## config.mk

```make
export PLATFORM = sky130hd
export DESIGN_NAME = pick_place_sort_sequencer
export DESIGN_NICKNAME = d
export VERILOG_FILES = /design/src/rtl/pps_pkg.sv /design/src/rtl/pps_axis.sv /design/src/rtl/pick_place_sort_sequencer.sv
export SDC_FILE = /design/constraint.sdc
export NUM_CORES = 1
export LEC_CHECK = 0
export ABC_AREA = 1
export ABC_CLOCK_PERIOD_IN_PS = 8700
export BUFFER_PORTS_ARGS = -buffer_cell sky130_fd_sc_hd__buf_2
export CORE_ASPECT_RATIO = 0.7
export CORE_MARGIN = 1.5
export CORE_UTILIZATION = 30
export DETAILED_ROUTE_END_ITERATION = 8
export GPL_TIMING_DRIVEN = 0
export PLACE_DENSITY_LB_ADDON = 0.3
export SLEW_MARGIN = 15
export SYNTH_ARGS = -nofsm -noshare
export SYNTH_HDL_FRONTEND = slang
export SYNTH_HIERARCHICAL = 1
export SYNTH_SLANG_ARGS = --single-unit
export TNS_END_PERCENT = 30
```

## constraint.sdc

```tcl
create_clock -name i_clk -period 8.7 [get_ports i_clk]
set_clock_uncertainty 0.1 [all_clocks]
set_input_delay 2.61 -clock i_clk [delete_from_list [all_inputs] [get_ports i_clk]]
set_output_delay 2.61 -clock i_clk [all_outputs]
set_load 0.1 [all_outputs]
```

## src/rtl/pps_pkg.sv

```systemverilog
// Package with types, constants and target tables of the sort sequencer.
package pps_pkg;

    localparam int POSITION_WIDTH = 13;
    localparam int STEP_WIDTH     = 8;
    localparam int VEL_WIDTH      = 9;
    localparam int IN_TDATA_W     = 8;
    localparam int OUT_TDATA_W    = 80;
    localparam int CFG_IDX_W      = 3;

    typedef logic [POSITION_WIDTH-1:0] t_pos;

    typedef enum logic [2:0] {
        CFG_X_STEP     = 3'd0,
        CFG_Y_STEP     = 3'd1,
        CFG_Z_STEP     = 3'd2,
        CFG_CAM_STEP   = 3'd3,
        CFG_GRIP_DWELL = 3'd4,
        CFG_SCAN_DWELL = 3'd5
    } t_cfg_idx;

    typedef enum logic [1:0] {
        TOOL_NONE   = 2'd0,
        TOOL_ATTACH = 2'd1,
        TOOL_DETACH = 2'd2,
        TOOL_SCAN   = 2'd3
    } t_tool;

    typedef enum logic [1:0] {
        CLS_NONE   = 2'd0,
        CLS_SMALL  = 2'd1,
        CLS_LARGE  = 2'd2,
        CLS_REJECT = 2'd3
    } t_cls;

    typedef enum logic [5:0] {
        S_BOOT0      = 6'd0,
        S_FAULT      = 6'd1,
        S_BOOT2      = 6'd2,
        S_IDLE       = 6'd3,
        S_PAD_XY     = 6'd4,
        S_PAD_DOWN   = 6'd5,
        S_PAD_GRIP   = 6'd6,
        S_PAD_UP     = 6'd7,
        S_CELL_XY    = 6'd8,
        S_CELL_DOWN  = 6'd9,
        S_CELL_REL   = 6'd10,
        S_CAM_OUT    = 6'd11,
        S_SCAN       = 6'd12,
        S_CAM_BACK   = 6'd13,
        S_CELL_DOWN2 = 6'd14,
        S_CELL_GRIP  = 6'd15,
        S_CELL_UP    = 6'd16,
        S_SORT       = 6'd17,
        S_REJ_XY     = 6'd20,
        S_REJ_DOWN   = 6'd21,
        S_REJ_REL    = 6'd22,
        S_REJ_UP     = 6'd23,
        S_LRG_XY     = 6'd30,
        S_LRG_DOWN   = 6'd31,
        S_LRG_REL    = 6'd32,
        S_LRG_UP     = 6'd33,
        S_SML_XY     = 6'd40,
        S_SML_DOWN   = 6'd41,
        S_SML_REL    = 6'd42,
        S_SML_UP     = 6'd43,
        S_COUNT      = 6'd50,
        S_NEXT       = 6'd51,
        S_HOME       = 6'd60,
        S_DONE       = 6'd61
    } t_seq;

    localparam t_pos PAD_X0  = POSITION_WIDTH'(345);
    localparam t_pos PAD_Y0  = POSITION_WIDTH'(660);
    localparam t_pos PICK_Z  = POSITION_WIDTH'(1255);
    localparam t_pos CELL_X  = POSITION_WIDTH'(6425);
    localparam t_pos CELL_Y  = POSITION_WIDTH'(2960);
    localparam t_pos CELL_Z  = POSITION_WIDTH'(1072);
    localparam t_pos CAM_OUT = POSITION_WIDTH'(3500);
    localparam t_pos REJ_X   = POSITION_WIDTH'(3500);
    localparam t_pos REJ_Y   = POSITION_WIDTH'(1750);
    localparam t_pos REJ_Z   = POSITION_WIDTH'(1000);
    localparam t_pos LRG_X0  = POSITION_WIDTH'(2895);
    localparam t_pos SML_X0  = POSITION_WIDTH'(395);
    localparam t_pos BIN_Y0  = POSITION_WIDTH'(4060);

    function automatic t_cls class_of(input logic [3:0] obj);
        case (obj)
            4'd0, 4'd2, 4'd6, 4'd8: class_of = CLS_SMALL;
            4'd1, 4'd3, 4'd5, 4'd7: class_of = CLS_LARGE;
            default:                class_of = CLS_REJECT;
        endcase
    endfunction

    function automatic t_pos pad_dx(input logic [3:0] idx);
        case (idx)
            4'd0, 4'd1, 4'd2: pad_dx = POSITION_WIDTH'(0);
            4'd3, 4'd4, 4'd5: pad_dx = POSITION_WIDTH'(600);
            default:          pad_dx = POSITION_WIDTH'(1200);
        endcase
    endfunction

    function automatic t_pos pad_dy(input logic [3:0] idx);
        case (idx)
            4'd0, 4'd3, 4'd6: pad_dy = POSITION_WIDTH'(0);
            4'd1, 4'd4, 4'd7: pad_dy = POSITION_WIDTH'(800);
            default:          pad_dy = POSITION_WIDTH'(1600);
        endcase
    endfunction

    function automatic t_pos bin_dx(input logic [1:0] idx);
        bin_dx = idx[1] ? POSITION_WIDTH'(600) : POSITION_WIDTH'(0);
    endfunction

    function automatic t_pos bin_dy(input logic [1:0] idx);
        bin_dy = idx[0] ? POSITION_WIDTH'(800) : POSITION_WIDTH'(0);
    endfunction

endpackage

```

## src/rtl/pps_axis.sv

```systemverilog
// One axis slew step: advance toward target, snap when within one step.
module pps_axis (
    input  pps_pkg::t_pos                       i_pos,
    input  pps_pkg::t_pos                       i_tgt,
    input  logic [pps_pkg::STEP_WIDTH-1:0]      i_step,
    output pps_pkg::t_pos                       o_pos,
    output logic signed [pps_pkg::VEL_WIDTH-1:0] o_vel
);
    logic [pps_pkg::STEP_WIDTH-1:0] step;
    pps_pkg::t_pos                  diff;
    pps_pkg::t_pos                  step_ext;
    logic                           up;

    always_comb begin
        step     = (i_step == '0) ? pps_pkg::STEP_WIDTH'(1) : i_step;
        step_ext = pps_pkg::POSITION_WIDTH'(step);
        up       = (i_tgt >= i_pos);
        diff     = up ? (i_tgt - i_pos) : (i_pos - i_tgt);
        if (diff <= step_ext) begin
            o_pos = i_tgt;
            o_vel = '0;
        end else if (up) begin
            o_pos = i_pos + step_ext;
            o_vel = $signed({1'b0, step});
        end else begin
            o_pos = i_pos - step_ext;
            o_vel = -$signed({1'b0, step});
        end
    end
endmodule

```

## src/rtl/pick_place_sort_sequencer.sv

```systemverilog
// Top level of the pick-and-place sort sequencer.
//
// Usage:
//   Slave stream (i_s_axis_*): one transaction per 10 ms control tick.
//     tdata[0] start_button, [1] jam_sensor, [2] estop_ok, [3] guard_closed.
//   Master stream (o_m_axis_*): one result transaction per tick with the
//     drive flags, four axis positions, camera velocity, tool action,
//     object id/class and the sequence state after the tick.
//   Config channel (i_cfg_*): write step and dwell registers by index;
//     always ready, writes allowed while the stream is quiet.
// Output: the result is in the output register in the cycle after the tick
//   is accepted. Throughput: one tick per cycle while no result is held unaccepted; the whole tick update is
//   one pass of compare/add logic between the state and output registers.
// Reset: synchronous active low; sequence, axes, counters clear to zero
//   and registers load their defaults. The output register empties.
// Stall: while a result waits unaccepted, s_axis_tready drops only if the
//   receiver is not taking it this cycle; the held result stays stable.
module pick_place_sort_sequencer (
    input  logic                                 i_clk,
    input  logic                                 i_rst_n,
    // fields from bit 0: start_button, jam_sensor, estop_ok, guard_closed
    input  logic [pps_pkg::IN_TDATA_W-1:0]       i_s_axis_tdata,
    input  logic                                 i_s_axis_tvalid,
    output logic                                 o_s_axis_tready,
    // fields from bit 0: motor_on, alarm, jam_active, cam_position[13],
    // cam_velocity[9], x_position[13], y_position[13], z_position[13],
    // tool_action[2], object_id[4], object_type[2], sequence_state[6]
    output logic [pps_pkg::OUT_TDATA_W-1:0]      o_m_axis_tdata,
    output logic                                 o_m_axis_tvalid,
    input  logic                                 i_m_axis_tready,
    input  logic                                 i_cfg_valid,
    output logic                                 o_cfg_ready,
    input  logic [pps_pkg::CFG_IDX_W-1:0]        i_cfg_index,
    input  logic [pps_pkg::STEP_WIDTH-1:0]       i_cfg_data
);
    typedef logic [pps_pkg::STEP_WIDTH-1:0] t_byte;

    t_byte r_cfg [6];
    pps_pkg::t_seq r_state, n_state;
    pps_pkg::t_pos r_pos [4];
    pps_pkg::t_pos r_tgt [4], n_tgt [4];
    pps_pkg::t_pos n_pos [4];
    t_byte r_dwell, n_dwell;
    logic [3:0] r_obj, n_obj, r_done, n_done;
    pps_pkg::t_cls r_cls, n_cls;
    logic [2:0] r_lfill, n_lfill, r_sfill, n_sfill;
    logic signed [pps_pkg::VEL_WIDTH-1:0] vel [4];
    logic [pps_pkg::OUT_TDATA_W-1:0] r_tdata, n_tdata;
    logic r_tvalid;

    logic accept, start, jam, safe, running;
    pps_pkg::t_seq st;
    pps_pkg::t_tool tool;
    logic [8:0] dwell_inc;
    t_byte dwell_lim;
    logic dwell_hit;
    logic [3:0] idx9;
    logic [1:0] bidx;
    logic [3:0] done_inc;

    assign o_cfg_ready     = 1'b1;
    assign o_s_axis_tready = !r_tvalid || i_m_axis_tready;
    assign accept          = i_s_axis_tvalid && o_s_axis_tready;
    assign o_m_axis_tdata  = r_tdata;
    assign o_m_axis_tvalid = r_tvalid;

    assign start = i_s_axis_tdata[0];
    assign jam   = i_s_axis_tdata[1];
    assign safe  = i_s_axis_tdata[2] && i_s_axis_tdata[3];

    // Config writes; out-of-range indexes are dropped.
    always_ff @(posedge i_clk) begin
        if (!i_rst_n) begin
            r_cfg[pps_pkg::CFG_X_STEP]     <= 8'd35;
            r_cfg[pps_pkg::CFG_Y_STEP]     <= 8'd25;
            r_cfg[pps_pkg::CFG_Z_STEP]     <= 8'd20;
            r_cfg[pps_pkg::CFG_CAM_STEP]   <= 8'd25;
            r_cfg[pps_pkg::CFG_GRIP_DWELL] <= 8'd100;
            r_cfg[pps_pkg::CFG_SCAN_DWELL] <= 8'd50;
        end else if (i_cfg_valid && o_cfg_ready) begin
            case (i_cfg_index)
                pps_pkg::CFG_X_STEP:     r_cfg[pps_pkg::CFG_X_STEP]     <= i_cfg_data;
                pps_pkg::CFG_Y_STEP:     r_cfg[pps_pkg::CFG_Y_STEP]     <= i_cfg_data;
                pps_pkg::CFG_Z_STEP:     r_cfg[pps_pkg::CFG_Z_STEP]     <= i_cfg_data;
                pps_pkg::CFG_CAM_STEP:   r_cfg[pps_pkg::CFG_CAM_STEP]   <= i_cfg_data;
                pps_pkg::CFG_GRIP_DWELL: r_cfg[pps_pkg::CFG_GRIP_DWELL] <= i_cfg_data;
                pps_pkg::CFG_SCAN_DWELL: r_cfg[pps_pkg::CFG_SCAN_DWELL] <= i_cfg_data;
                default: ;
            endcase
        end
    end

    // Sequence state and next-state logic for one tick.
    always_comb begin
        running   = (r_state >= pps_pkg::S_PAD_XY) && (r_state <= pps_pkg::S_DONE);
        st        = safe ? r_state : pps_pkg::S_FAULT;
        n_state   = st;
        n_tgt     = r_tgt;
        n_dwell   = r_dwell;
        n_obj     = r_obj;
        n_cls     = r_cls;
        n_done    = r_done;
        n_lfill   = r_lfill;
        n_sfill   = r_sfill;
        tool      = pps_pkg::TOOL_NONE;
        // shared dwell counter: the limit depends on the state
        dwell_lim = (st == pps_pkg::S_SCAN || st == pps_pkg::S_NEXT)
                    ? r_cfg[pps_pkg::CFG_SCAN_DWELL] : r_cfg[pps_pkg::CFG_GRIP_DWELL];
        dwell_inc = {1'b0, r_dwell} + 9'd1;
        dwell_hit = (dwell_inc >= {1'b0, dwell_lim});
        idx9      = (r_obj > 4'd8) ? 4'd8 : r_obj;
        bidx      = 2'd0;
        done_inc  = (r_done < 4'd15) ? r_done + 4'd1 : r_done;

        case (st)
            pps_pkg::S_BOOT0: if (safe) n_state = pps_pkg::S_FAULT;
            pps_pkg::S_FAULT: if (safe) n_state = pps_pkg::S_BOOT2;
            pps_pkg::S_BOOT2: if (safe) n_state = pps_pkg::S_IDLE;
            pps_pkg::S_IDLE, pps_pkg::S_DONE: if (start) n_state = pps_pkg::S_PAD_XY;
            pps_pkg::S_PAD_XY: begin
                n_tgt[0] = pps_pkg::PAD_X0 + pps_pkg::pad_dx(idx9);
                n_tgt[1] = pps_pkg::PAD_Y0 + pps_pkg::pad_dy(idx9);
                n_tgt[2] = '0;
                n_tgt[3] = '0;
                if (r_pos[0] == n_tgt[0] && r_pos[1] == n_tgt[1] &&
                    r_pos[2] == n_tgt[2] && r_pos[3] == n_tgt[3])
                    n_state = pps_pkg::S_PAD_DOWN;
            end
            pps_pkg::S_PAD_DOWN: begin
                n_tgt[2] = pps_pkg::PICK_Z;
                if (r_pos[2] == n_tgt[2]) n_state = pps_pkg::S_PAD_GRIP;
            end
            pps_pkg::S_PAD_GRIP: begin
                tool    = pps_pkg::TOOL_ATTACH;
                n_dwell = dwell_hit ? '0 : dwell_inc[7:0];
                if (dwell_hit) n_state = pps_pkg::S_PAD_UP;
            end
            pps_pkg::S_PAD_UP: begin
                n_tgt[2] = '0;
                if (r_pos[2] == n_tgt[2]) n_state = pps_pkg::S_CELL_XY;
            end
            pps_pkg::S_CELL_XY: begin
                n_tgt[0] = pps_pkg::CELL_X;
                n_tgt[1] = pps_pkg::CELL_Y;
                if (r_pos[0] == n_tgt[0] && r_pos[1] == n_tgt[1])
                    n_state = pps_pkg::S_CELL_DOWN;
            end
            pps_pkg::S_CELL_DOWN: begin
                n_tgt[2] = pps_pkg::CELL_Z;
                if (r_pos[2] == n_tgt[2]) n_state = pps_pkg::S_CELL_REL;
            end
            pps_pkg::S_CELL_REL: begin
                tool    = pps_pkg::TOOL_DETACH;
                n_dwell = dwell_hit ? '0 : dwell_inc[7:0];
                if (dwell_hit) n_state = pps_pkg::S_CAM_OUT;
            end
            pps_pkg::S_CAM_OUT: begin
                n_tgt[2] = '0;
                n_tgt[3] = pps_pkg::CAM_OUT;
                if (r_pos[2] == n_tgt[2] && r_pos[3] == n_tgt[3])
                    n_state = pps_pkg::S_SCAN;
            end
            pps_pkg::S_SCAN: begin
                tool    = pps_pkg::TOOL_SCAN;
                n_dwell = dwell_hit ? '0 : dwell_inc[7:0];
                if (dwell_hit) begin
                    n_cls   = (jam || r_obj > 4'd8) ? pps_pkg::CLS_REJECT
                                                    : pps_pkg::class_of(r_obj);
                    n_state = pps_pkg::S_CAM_BACK;
                end
            end
            pps_pkg::S_CAM_BACK: begin
                n_tgt[3] = '0;
                if (r_pos[3] == n_tgt[3]) n_state = pps_pkg::S_CELL_DOWN2;
            end
            pps_pkg::S_CELL_DOWN2: begin
                n_tgt[2] = pps_pkg::CELL_Z;
                if (r_pos[2] == n_tgt[2]) n_state = pps_pkg::S_CELL_GRIP;
            end
            pps_pkg::S_CELL_GRIP: begin
                tool    = pps_pkg::TOOL_ATTACH;
                n_dwell = dwell_hit ? '0 : dwell_inc[7:0];
                if (dwell_hit) n_state = pps_pkg::S_CELL_UP;
            end
            pps_pkg::S_CELL_UP: begin
                n_tgt[2] = '0;
                if (r_pos[2] == n_tgt[2]) n_state = pps_pkg::S_SORT;
            end
            pps_pkg::S_SORT: begin
                if (r_cls == pps_pkg::CLS_REJECT)     n_state = pps_pkg::S_REJ_XY;
                else if (r_cls == pps_pkg::CLS_LARGE) n_state = pps_pkg::S_LRG_XY;
                else                                  n_state = pps_pkg::S_SML_XY;
            end
            pps_pkg::S_REJ_XY: begin
                n_tgt[0] = pps_pkg::REJ_X;
                n_tgt[1] = pps_pkg::REJ_Y;
                if (r_pos[0] == n_tgt[0] && r_pos[1] == n_tgt[1])
                    n_state = pps_pkg::S_REJ_DOWN;
            end
            pps_pkg::S_REJ_DOWN: begin
                n_tgt[2] = pps_pkg::REJ_Z;
                if (r_pos[2] == n_tgt[2]) n_state = pps_pkg::S_REJ_REL;
            end
            pps_pkg::S_REJ_REL: begin
                tool    = pps_pkg::TOOL_DETACH;
                n_dwell = dwell_hit ? '0 : dwell_inc[7:0];
                if (dwell_hit) n_state = pps_pkg::S_REJ_UP;
            end
            pps_pkg::S_REJ_UP: begin
                n_tgt[2] = '0;
                if (r_pos[2] == n_tgt[2]) n_state = pps_pkg::S_COUNT;
            end
            pps_pkg::S_LRG_XY: begin
                bidx     = (r_lfill > 3'd3) ? 2'd3 : r_lfill[1:0];
                n_tgt[0] = pps_pkg::LRG_X0 + pps_pkg::bin_dx(bidx);
                n_tgt[1] = pps_pkg::BIN_Y0 + pps_pkg::bin_dy(bidx);
                if (r_pos[0] == n_tgt[0] && r_pos[1] == n_tgt[1])
                    n_state = pps_pkg::S_LRG_DOWN;
            end
            pps_pkg::S_LRG_DOWN: begin
                n_tgt[2] = pps_pkg::PICK_Z;
                if (r_pos[2] == n_tgt[2]) n_state = pps_pkg::S_LRG_REL;
            end
            pps_pkg::S_LRG_REL: begin
                tool    = pps_pkg::TOOL_DETACH;
                n_dwell = dwell_hit ? '0 : dwell_inc[7:0];
                if (dwell_hit) n_state = pps_pkg::S_LRG_UP;
            end
            pps_pkg::S_LRG_UP: begin
                n_tgt[2] = '0;
                if (r_pos[2] == n_tgt[2]) begin
                    if (r_lfill < 3'd4) n_lfill = r_lfill + 3'd1;
                    n_state = pps_pkg::S_COUNT;
                end
            end
            pps_pkg::S_SML_XY: begin
                bidx     = (r_sfill > 3'd3) ? 2'd3 : r_sfill[1:0];
                n_tgt[0] = pps_pkg::SML_X0 + pps_pkg::bin_dx(bidx);
                n_tgt[1] = pps_pkg::BIN_Y0 + pps_pkg::bin_dy(bidx);
                if (r_pos[0] == n_tgt[0] && r_pos[1] == n_tgt[1])
                    n_state = pps_pkg::S_SML_DOWN;
            end
            pps_pkg::S_SML_DOWN: begin
                n_tgt[2] = pps_pkg::PICK_Z;
                if (r_pos[2] == n_tgt[2]) n_state = pps_pkg::S_SML_REL;
            end
            pps_pkg::S_SML_REL: begin
                tool    = pps_pkg::TOOL_DETACH;
                n_dwell = dwell_hit ? '0 : dwell_inc[7:0];
                if (dwell_hit) n_state = pps_pkg::S_SML_UP;
            end
            pps_pkg::S_SML_UP: begin
                n_tgt[2] = '0;
                if (r_pos[2] == n_tgt[2]) begin
                    if (r_sfill < 3'd4) n_sfill = r_sfill + 3'd1;
                    n_state = pps_pkg::S_COUNT;
                end
            end
            pps_pkg::S_COUNT: begin
                n_done  = done_inc;
                n_state = (done_inc < 4'd9) ? pps_pkg::S_NEXT : pps_pkg::S_HOME;
            end
            pps_pkg::S_NEXT: begin
                n_obj   = (r_done > 4'd8) ? 4'd8 : r_done;
                n_dwell = dwell_hit ? '0 : dwell_inc[7:0];
                if (dwell_hit) n_state = pps_pkg::S_PAD_XY;
            end
            pps_pkg::S_HOME: begin
                n_done   = '0;
                n_lfill  = '0;
                n_sfill  = '0;
                n_obj    = '0;
                n_tgt[0] = pps_pkg::PAD_X0;
                n_tgt[1] = pps_pkg::PAD_Y0;
                if (r_pos[0] == n_tgt[0] && r_pos[1] == n_tgt[1])
                    n_state = pps_pkg::S_DONE;
            end
            default: n_state = pps_pkg::S_IDLE;
        endcase
    end

    // Slew all four axes toward this tick's targets.
    for (genvar a = 0; a < 4; a++) begin : g_axis
        pps_axis u_axis (
            .i_pos  (r_pos[a]),
            .i_tgt  (n_tgt[a]),
            .i_step (r_cfg[a]),
            .o_pos  (n_pos[a]),
            .o_vel  (vel[a])
        );
    end

    // Pack the result transaction.
    always_comb begin
        n_tdata = {2'b00, n_state, n_cls, n_obj, tool, n_pos[2], n_pos[1], n_pos[0],
                   vel[3], n_pos[3], jam && running, !safe, safe && running};
    end

    // Advance the tick state on every accepted transaction.
    always_ff @(posedge i_clk) begin
        if (!i_rst_n) begin
            r_state <= pps_pkg::S_BOOT0;
            r_dwell <= '0;
            r_obj   <= '0;
            r_cls   <= pps_pkg::CLS_NONE;
            r_done  <= '0;
            r_lfill <= '0;
            r_sfill <= '0;
            for (int a = 0; a < 4; a++) begin
                r_pos[a] <= '0;
                r_tgt[a] <= '0;
            end
        end else if (accept) begin
            r_state <= n_state;
            r_dwell <= n_dwell;
            r_obj   <= n_obj;
            r_cls   <= n_cls;
            r_done  <= n_done;
            r_lfill <= n_lfill;
            r_sfill <= n_sfill;
            r_pos   <= n_pos;
            r_tgt   <= n_tgt;
        end
    end

    // Output register: load on accept, drop once taken.
    always_ff @(posedge i_clk) begin
        if (!i_rst_n) begin
            r_tvalid <= 1'b0;
        end else if (accept) begin
            r_tvalid <= 1'b1;
        end else if (i_m_axis_tready) begin
            r_tvalid <= 1'b0;
        end
    end

    always_ff @(posedge i_clk) begin
        if (accept) begin
            r_tdata <= n_tdata;
        end
    end
endmodule

```

==> results.sh <==
export IMPL_status="finished clean"
export IMPL_tritoncts="built"
export IMPL_path_buf_inv=8
export IMPL_layout_common_cells="nand2_1 (1020), inv_1 (622), nor2_1 (334)"
export IMPL_crit_path_frequent_cell="nand2_1"
export IMPL_vias=23383
export IMPL_hold_viol_final=0
export IMPL_post_route_min_period_ns=8.30
export IMPL_cp_arrival_ns=8.72
export IMPL_hp_start="r_tgt[25]$_SDFFE_PN0P_"
export IMPL_gr_total_overflow=0
export IMPL_grt_pass1_vias=21002
export IMPL_grt_pass1_wl_mm=127
export IMPL_crit_family="simple AND/OR/NAND/NOR gates"
export IMPL_drt_pass1_iterations=6
export IMPL_nFillCells=8602
export IMPL_syn_cell_area_um2=23500
export IMPL_relSlewSlack_pct=25.6
export IMPL_crit_fanout=10
export IMPL_synth_avg_cell_area_um2=6.54
export IMPL_reg2reg_from="r_state[1]$_SDFFE_PN0P_"
export IMPL_crit_slowest_cell="o21ai_0"
export IMPL_tns_ns=0
export IMPL_ios=107
export IMPL_coreArea_um2=77300
export IMPL_start_util_pct=30.4
export IMPL_std_cell_rows=85
export IMPL_antenna_found_initial=6
export IMPL_worstHoldPathType="reg -> reg"
export IMPL_max_stage_delay_ns=0.69
export IMPL_critPathLaunch="i_s_axis_tdata[2]"
export IMPL_post_route_period_util_pct=95.4
export IMPL_final_cells=4809
export IMPL_viasPerCell=4.86
export IMPL_track_usage_pct=20.6
export IMPL_yosysWarnings=6
export IMPL_power_density_nw_per_um2=361
export IMPL_clkTransAtPathRegs_ns=0.07
export IMPL_rsz0062_at_grt="no"
export IMPL_fmax_mhz=120
export IMPL_cap_violations=0
export IMPL_end_kind="flip-flop"
export IMPL_numCtsBuffers=31
export IMPL_die_area_um2=80200
export IMPL_wire_per_inst_um=17.5
export IMPL_tightest_slew_ns=1.12
export IMPL_grt_max_degree=36
export IMPL_drtAntennaViolNets=0
export IMPL_worstSetupPathType="in -> reg"
export IMPL_clkLatencyLatePin_ns=0.60
export IMPL_drt_initial_drc_count=2428
export IMPL_dp_cells=4744
export IMPL_h_tree_depth=1
export IMPL_die_height_um=237
export IMPL_dpl_hpwl_mm=68.3
export IMPL_start_kind="primary input"
export IMPL_p_leak_nw=13.5
export IMPL_nets=3982
export IMPL_globalplace_congestion=1.00
export IMPL_crit_required_ns=9.12
export IMPL_drv_slew=0
export IMPL_final_common_cell="nand2_1"
export IMPL_root_buffer="clkbuf_16"
export IMPL_syn_inst=3598
export IMPL_die_w_um=338
export IMPL_syn_to_final_growth_pct=13.3
export IMPL_setup_violations_final=0
export IMPL_cts_sinks=263
export IMPL_place_area_um2=25400
export IMPL_clk_path_buf_depth=3
export IMPL_drc=0
export IMPL_design_area_um2=26700
export IMPL_routed_wirelength_mm=84.0
export IMPL_io_buffer_count=99
export IMPL_drive_above_1_share_pct=8.93
export IMPL_peakVddDrop_mv=0.167
routing by layer:
metal | wire [µm] | share of wire [%] | vias up | track usage, %
met5 | 28 | 0.033 | - | 0
met4 | 1690 | 2.0 | 6 | 3.95
met3 | 7290 | 8.7 | 94 | 4.04
met2 | 31700 | 38 | 785 | 27.5
met1 | 43300 | 52 | 10749 | 33.1
li1 | - | - | 11749 | -
worst register-to-register path: cells and delay by family (launching register included):
family,cells,cell delay [ns]
buf+inv,5,0.86
fa+ha+maj,2,0.77
simple gates,17,2.69
compound gates,7,1.36
flops,1,0.54
xor+xnor,1,0.17
sequential cells by signal, indices dropped and copies added (netlist names), 4 cells and up, named ones only:
signal and count:
r_state 6, r_done 4, r_obj 4, o_m_axis_tdata 78, r_pos 52, r_dwell 8
r_tgt 52, r_cfg 48
power by group:
| group | leakage (nW) | switching [mW] | internal [mW] | total, mW |
|---|---|---|---|---|
| sequential | 2.35 | 0.268 | 1.67 | 1.94 |
| clock | 0.555 | 0.564 | 0.867 | 1.43 |
| combinational | 10.6 | 4.49 | 1.76 | 6.25 |
| total | 13.5 | 5.32 | 4.30 | 9.62 |
cell type report:
| type | instances | area (µm²) | area share [%] |
|---|---|---|---|
| multi-input combinational | 2623 | 14300 | 53.6 |
| antenna | 1 | 2.50 | 0.00938 |
| sequential | 263 | 6530 | 24.5 |
| timing repair buffer | 107 | 596 | 2.23 |
| buffer | 73 | 423 | 1.59 |
| clock inverter | 16 | 196 | 0.736 |
| tap | 1044 | 1310 | 4.90 |
| clock buffer | 42 | 930 | 3.48 |
| inverter | 640 | 2410 | 9.02 |
final timing paths:
check,to,slack [ns],cells past startpoint
worst max register to register,r_pos[28]$_SDFFE_PN0P_,2.14,32
worst min-delay path,r_tgt[25]$_SDFFE_PN0P_,0.35,2
worst min register to register,r_tgt[25]$_SDFFE_PN0P_,0.35,2
worst max-delay path,r_pos[51]$_SDFFE_PN0P_,0.40,34
repair_timing:
action,4_1_cts,5_1_grt
setup buffers,0,6
endpoints found under the hold margin,0,0
setup endpoints to repair,0,100
hold buffers,0,0
resized for setup,0,32
stage by stage:
step	setup slack, ns	hold WS [ns]	total power [mW]	utilization [%]
floorplan	1.54	0.325	6.58	-
global placement	-0.614	0.333	8.07	32.8
detailed placement	-0.582	0.338	8.08	32.8
CTS	0.00723	0.349	9.55	34.3
global route	0.00620	0.370	10.4	34.5
finish	0.401	0.346	9.62	34.5
No activity file was read; power rests on OpenSTA's default activity.
